===== config.mk =====
export PLATFORM = sky130hd
export DESIGN_NAME = bms_ram
export DESIGN_NICKNAME = d
export VERILOG_FILES = /design/src/rtl/bms_ram.sv
export SDC_FILE = /design/constraint.sdc
export NUM_CORES = 1
export LEC_CHECK = 0
export ABC_CLOCK_PERIOD_IN_PS = 5300
export BUFFER_PORTS_ARGS = -buffer_cell sky130_fd_sc_hd__clkbuf_2
export CORE_UTILIZATION = 61
export DETAILED_ROUTE_END_ITERATION = 12
export PLACE_DENSITY = 0.79
export RECOVER_POWER = 100
export SLEW_MARGIN = 30
export SYNTH_ARGS = -nofsm -noshare
export SYNTH_HDL_FRONTEND = slang
export SYNTH_SLANG_ARGS = --single-unit

===== constraint.sdc =====
create_clock -name clk -period 5.3 [get_ports clk]
set_input_delay 1.06 -clock clk [delete_from_list [all_inputs] [get_ports clk]]
set_output_delay 1.06 -clock clk [all_outputs]
set_load 0.005 [all_outputs]

===== src/rtl/bms_ram.sv =====
module bms_ram #(
	parameter int WIDTH = 32,
	parameter int DEPTH = 16,
	parameter int AW    = $clog2(DEPTH)
) (
	input  logic             clk,
	input  logic             we,
	input  logic [AW-1:0]    waddr,
	input  logic [WIDTH-1:0] wdata,
	input  logic             re,
	input  logic [AW-1:0]    raddr,
	output logic [WIDTH-1:0] rdata
);

	logic [WIDTH-1:0] mem_q [DEPTH];
	logic [WIDTH-1:0] rdata_q;

	// single write port, registered read port with enable
	always_ff @(posedge clk) begin
		if (we) begin
			mem_q[waddr] <= wdata;
		end
		if (re) begin
			rdata_q <= mem_q[raddr];
		end
	end

	assign rdata = rdata_q;

endmodule


==> flow_summary.yaml, run 1 <==
logic_synthesis:
  syn_inst: 838
  ys_seq_area_share_pct: 81.0
  synth_nets: 881
  yosysWarnings: 0
  synth_area_um2: 20200
  postSynthAreaPerCell_um2: 24.1
  ys_ff_latch: 544
  synth.distinct_cells: 17
detailed_routing:
  wl_per_cell_um: 29.9
  viasPerCell: 6.51
  num_vias: 9339
  first_iter_violations: 1184
  ant_nets: 0
  firstDrtPassIters: 5
  routed_wirelength_um: 43000
  drc: 0
floorplan:
  rows: 66
  coreArea_um2: 32500
  dieArea_um2: 33800
  fp.dieW_um: 184
  ios: 75
  initial_utilization_pct: 62.0
  die_y_um: 184
clocking:
  clock_sinks: 544
  htreeDepth: 2
  worstSkewPairLatency_ns: 0.55
  cts.path.max_buffers: 3
  numCtsBuffers: 51
  clockRootBuffer: "clkbuf_16"
  cts_hold_buf: 0
  cts_tree: "built"
  clk_pin_slew_ns: 0.06
  post_cts_buffers: 0
  post_cts_resize_count: 0
sta:
  tightest_slew_ns: 2.91
  slew_violations: 405
  fin_worst_skew_ns: 0.0134
  finalSetupViolations: 0
  slew_headroom_pct: -93.9
  maxClockFrequency_mhz: 260
  min_period_ns: 3.84
  final-hold-violation-count: 0
  period_share_pct: 72.5
  rsz0062_at_grt: "false"
  setup_tns_ns: 0
critical_path:
  crit_arrival_ns: 4.07
  start_kind: "input pin"
  end_kind: "flop"
  cp_max_fo: 20
  slowest_delay_ns: 1.99
  worstSetupPathType: "input pin to flop"
  crit_chain: "clkbuf_1 > nand2b_1 > nor2_1 > buf_4"
  crit_required_ns: 5.53
  crit_slowest_cell: "nor2_1"
placed_design:
  portBuffers: 74
  finalWeightedCongestion: 0.720
  hpwlAfterDp_um: 21400
final_layout:
  syn2layout_area_growth_pct: 12.5
  drive_gt1_share_pct: 24.4
  fin_nets: 997
status:
  status: "finished, violations left"
  violations: "max-capacitance violations, max-slew violations"
global_route:
  grt_pass1_wl_um: 61900
  grt_pass1_vias: 9612
  grtUsageTotal_pct: 26.2
  antenna_found_initial: 2
  grt_max_degree: 75
  grt-ovfl-total: 0
power_and_ir_drop:
  leakage_nw: 7.13
  ir_drop_uv: 256
  p_per_area_nw_per_um2: 387
  power_mw: 8.79
flow_run:
  drv_cap: 15
hold_path:
  hp-class: "flop to flop"
layout by cell type (no fill, tap or decap):
| cell type | synthesis | final |
|---|---|---|
| edfxtp_1 | 544 | 544 |
| mux4_2 | 128 | 128 |
| clkbuf_1 | 17 | 78 |
| a22oi_1 | 64 | 64 |
| clkbuf_16 | 0 | 53 |
| nand2_1 | 33 | 33 |
| clkbuf_2 | 0 | 23 |
| buf_4 | 11 | 13 |
| nor2_1 | 13 | 11 |
| clkinv_1 | 0 | 10 |
| clkinv_2 | 0 | 8 |
| bufinv_16 | 0 | 4 |
| nor3_1 | 4 | 3 |
| diode_2 | 0 | 2 |
| nor2b_4 | 0 | 2 |
| nor2_4 | 0 | 2 |
| nand3b_1 | 2 | 2 |
| nand2b_1 | 2 | 2 |
| buf_16 | 0 | 2 |
| and2_4 | 0 | 1 |
| nand3_1 | 1 | 1 |
| nor3_2 | 0 | 1 |
| or3b_2 | 1 | 1 |
| clkinv_8 | 0 | 1 |
| clkinvlp_4 | 0 | 1 |
| buf_8 | 0 | 1 |
| buf_1 | 9 | 1 |
| buf_12 | 0 | 1 |
cells in the mapped netlist, drive strengths merged:
cell type / instances / share of area, %
nand2: 33 / 0.61
mux4: 128 / 14
nand2b: 2 / 0.062
or3b: 1 / 0.043
edfxtp: 544 / 81
nor3: 4 / 0.099
a22oi: 64 / 2.4
nor2: 13 / 0.24
nand3b: 2 / 0.074
buf: 26 / 0.79
nand3: 1 / 0.025
nor2b: 2 / 0.062
clkbuf: 17 / 0.32
and2: 1 / 0.031
state kept, by name, summed over array words and instances (netlist names):
name,cells
mem_q,512
rdata,32
stage by stage:
step                utilization, %  hold WS, ns  setup WS, ns  cell area, um^2  std cells
global placement              65.3        0.725          1.91            21200       1336
finish                        69.8        0.743          1.46            22700       1435
detailed placement            65.7        0.728          1.85            21400       1342
CTS                           70.6        0.740          2.43            23000       1432
global route                  69.7        0.776          1.34            22700       1434
floorplan                        -        0.710          1.06            20200        838
layout make-up:
cell class / instances / area (um^2)
Timing Repair Buffer: 106 / 551
Clock inverter: 24 / 221
Clock buffer: 66 / 1380
Multi-Input combinational cell: 251 / 3650
Sequential cell: 544 / 16300
Tap cell: 442 / 553
Fill cell: 1973 / 9840
Antenna cell: 2 / 5.00
worst paths after layout:
check                                   start  depth (start not counted)       endpoint  slack, ns
worst max-delay path                 waddr[1]                          4  mem_q[10][28]       1.46
worst min-delay path            mem_q[14][31]                          3      rdata[31]       0.74
worst max register to register   mem_q[2][12]                          3      rdata[12]       3.74
worst min register to register  mem_q[14][31]                          3      rdata[31]       0.74
worst max-delay path, delay by kind of cell:
family,cells,cell delay (ns)
AND/OR/NAND/NOR,2,2.18
buffers and inverters,2,0.81
layer usage:
layer | routed length (um) | GRT usage, % | vias to the layer above
met5 | 0 | 0 | -
met4 | 944 | 8.73 | 0
met3 | 3210 | 4.26 | 72
met2 | 22700 | 44.6 | 490
met1 | 16200 | 35.0 | 4948
li1 | - | - | 3829
where the power goes:
part	internal (mW)	leakage [nW]	switching [mW]
sequential	4.85	4.94	0.0316
clock	2.02	0.779	1.48
combinational	0.165	1.41	0.239
kinds of logic after synthesis:
family          count (synthesis)  share of synthesized area, %
buf+inv                        43                          1.10
simple gates                   59                          1.25
flops                         544                          81.0
mux                           128                          14.3
compound gates                 64                          2.38
No activity file was read; power rests on OpenSTA's default activity.
==> inputs of run 2 (changes only) <==
ABC_CLOCK_PERIOD_IN_PS = 3800   (was 5300)
clock period = 3.8 ns   (was 5.3 ns; I/O delays follow)
==> flow_summary.yaml, run 2 (synthesis gave the netlist of run 1 again) <==
status:
  status: "finished, violations left"
  violations: "max-capacitance violations, max-slew violations"
global_route:
  grt_pass1_wl_um: 61900
  antenna_found_initial: 2
  grt_pass1_vias: 9678
  grt_max_degree: 43
  grt-ovfl-total: 0
  grtUsageTotal_pct: 26.2
critical_path:
  slowest_delay_ns: 1.34
  cp_max_fo: 22
  start_kind: "input pin"
  crit_arrival_ns: 3.07
  crit_chain: "clkbuf_1 > clkbuf_1"
  end_kind: "flop"
  cp.buffers_inverters: 2
  cp_top_family: "buffers and inverters"
  crit_required_ns: 3.96
  worstSetupPathType: "input pin to flop"
  crit_top_cell: "clkbuf_1"
  crit_slowest_cell: "clkbuf_1"
final_layout:
  syn2layout_area_growth_pct: 12.1
  drive_gt1_share_pct: 24.6
  top_register: "mem_q"
  final_common_cell: "edfxtp_1"
  mostFrequentLayoutCells: "544 x edfxtp_1, 128 x mux4_2, 75 x clkbuf_1, 64 x a22oi_1, 51 x clkbuf_16"
  fin_nets: 996
  design_area_um2: 22600
  largest_reg_flops: 512
floorplan:
  initial_utilization_pct: 62.0
  dieArea_um2: 33800
  rows: 66
  ios: 75
  coreArea_um2: 32500
  die_y_um: 184
  fp.dieW_um: 184
hold_path:
  hp-class: "input pin to flop"
sta:
  finalSetupViolations: 0
  fin_ws_ns: 0.894
  slew_headroom_pct: -27.9
  maxClockFrequency_mhz: 344
  period_share_pct: 76.5
  min_period_ns: 2.91
  fin_worst_skew_ns: 0.00887
  rsz0062_at_grt: "false"
  final-hold-violation-count: 0
  setup_tns_ns: 0
  tightest_slew_ns: 1.92
  slew_violations: 83
placed_design:
  portBuffers: 74
  finalWeightedCongestion: 0.716
  dpl_cell_area_um2: 21400
  hpwlAfterDp_um: 22000
  dp_slack_ns: 1.07
power_and_ir_drop:
  ir_drop_uv: 419
  leakage_nw: 7.07
  power_mw: 11.9
  p_per_area_nw_per_um2: 525
clocking:
  worstSkewPairLatency_ns: 0.55
  htreeDepth: 2
  cts_hold_buf: 0
  post_cts_resize_count: 0
  post_cts_buffers: 0
  cts.path.max_buffers: 3
  clockRootBuffer: "clkbuf_16"
  clock_sinks: 544
  numCtsBuffers: 50
  cts_tree: "built"
  clk_pin_slew_ns: 0.06
detailed_routing:
  num_vias: 9455
  wl_per_cell_um: 29.7
  viasPerCell: 6.58
  firstDrtPassIters: 7
  ant_nets: 0
  first_iter_violations: 1022
  routed_wirelength_um: 42700
  drc: 0
flow_run:
  drv_cap: 5
==> run 2: per-stage QoR <==
step	hold WS, ns	instances	util [%]
global placement	0.726	1343	65.7
CTS	0.575	1435	70.1
finish	0.694	1437	69.5
detailed placement	0.727	1343	65.7
floorplan	0.710	838	-
global route	0.697	1436	69.5
==> run 2: path summary, 6_finish.rpt <==
check,start,endpoint,slack [ns],cells after the start
min reg2reg,mem_q[12][17],rdata[17],0.74,3
min,wdata[23],mem_q[4][23],0.69,1
max,re,rdata[31],0.89,2
max reg2reg,mem_q[3][8],rdata[8],2.30,3
==> run 2: cell type report <==
type / instances / area (um^2)
diodes: 2 / 5.00
clock buffers: 60 / 1310
clock inverters: 32 / 144
fillers: 1959 / 9930
multi-input cells: 251 / 3700
flip-flops and latches: 544 / 16300
well taps: 442 / 553
repair buffers: 106 / 558
==> run 2: metal layers <==
layer	part of all wire [%]	vias up	GRT usage, %
li1	-	3830	-
met4	3.2	0	9.83
met1	37	4972	35.4
met3	8.6	96	4.14
met2	51	557	43.7
met5	0	-	0
==> run 2: where the power goes <==
| group | switching [mW] | internal (mW) | leakage, nW |
|---|---|---|---|
| clock network | 2.04 | 2.45 | 0.719 |
| logic | 0.340 | 0.224 | 1.40 |
| registers | 0.0457 | 6.77 | 4.94 |
| total | 2.43 | 9.44 | 7.07 |
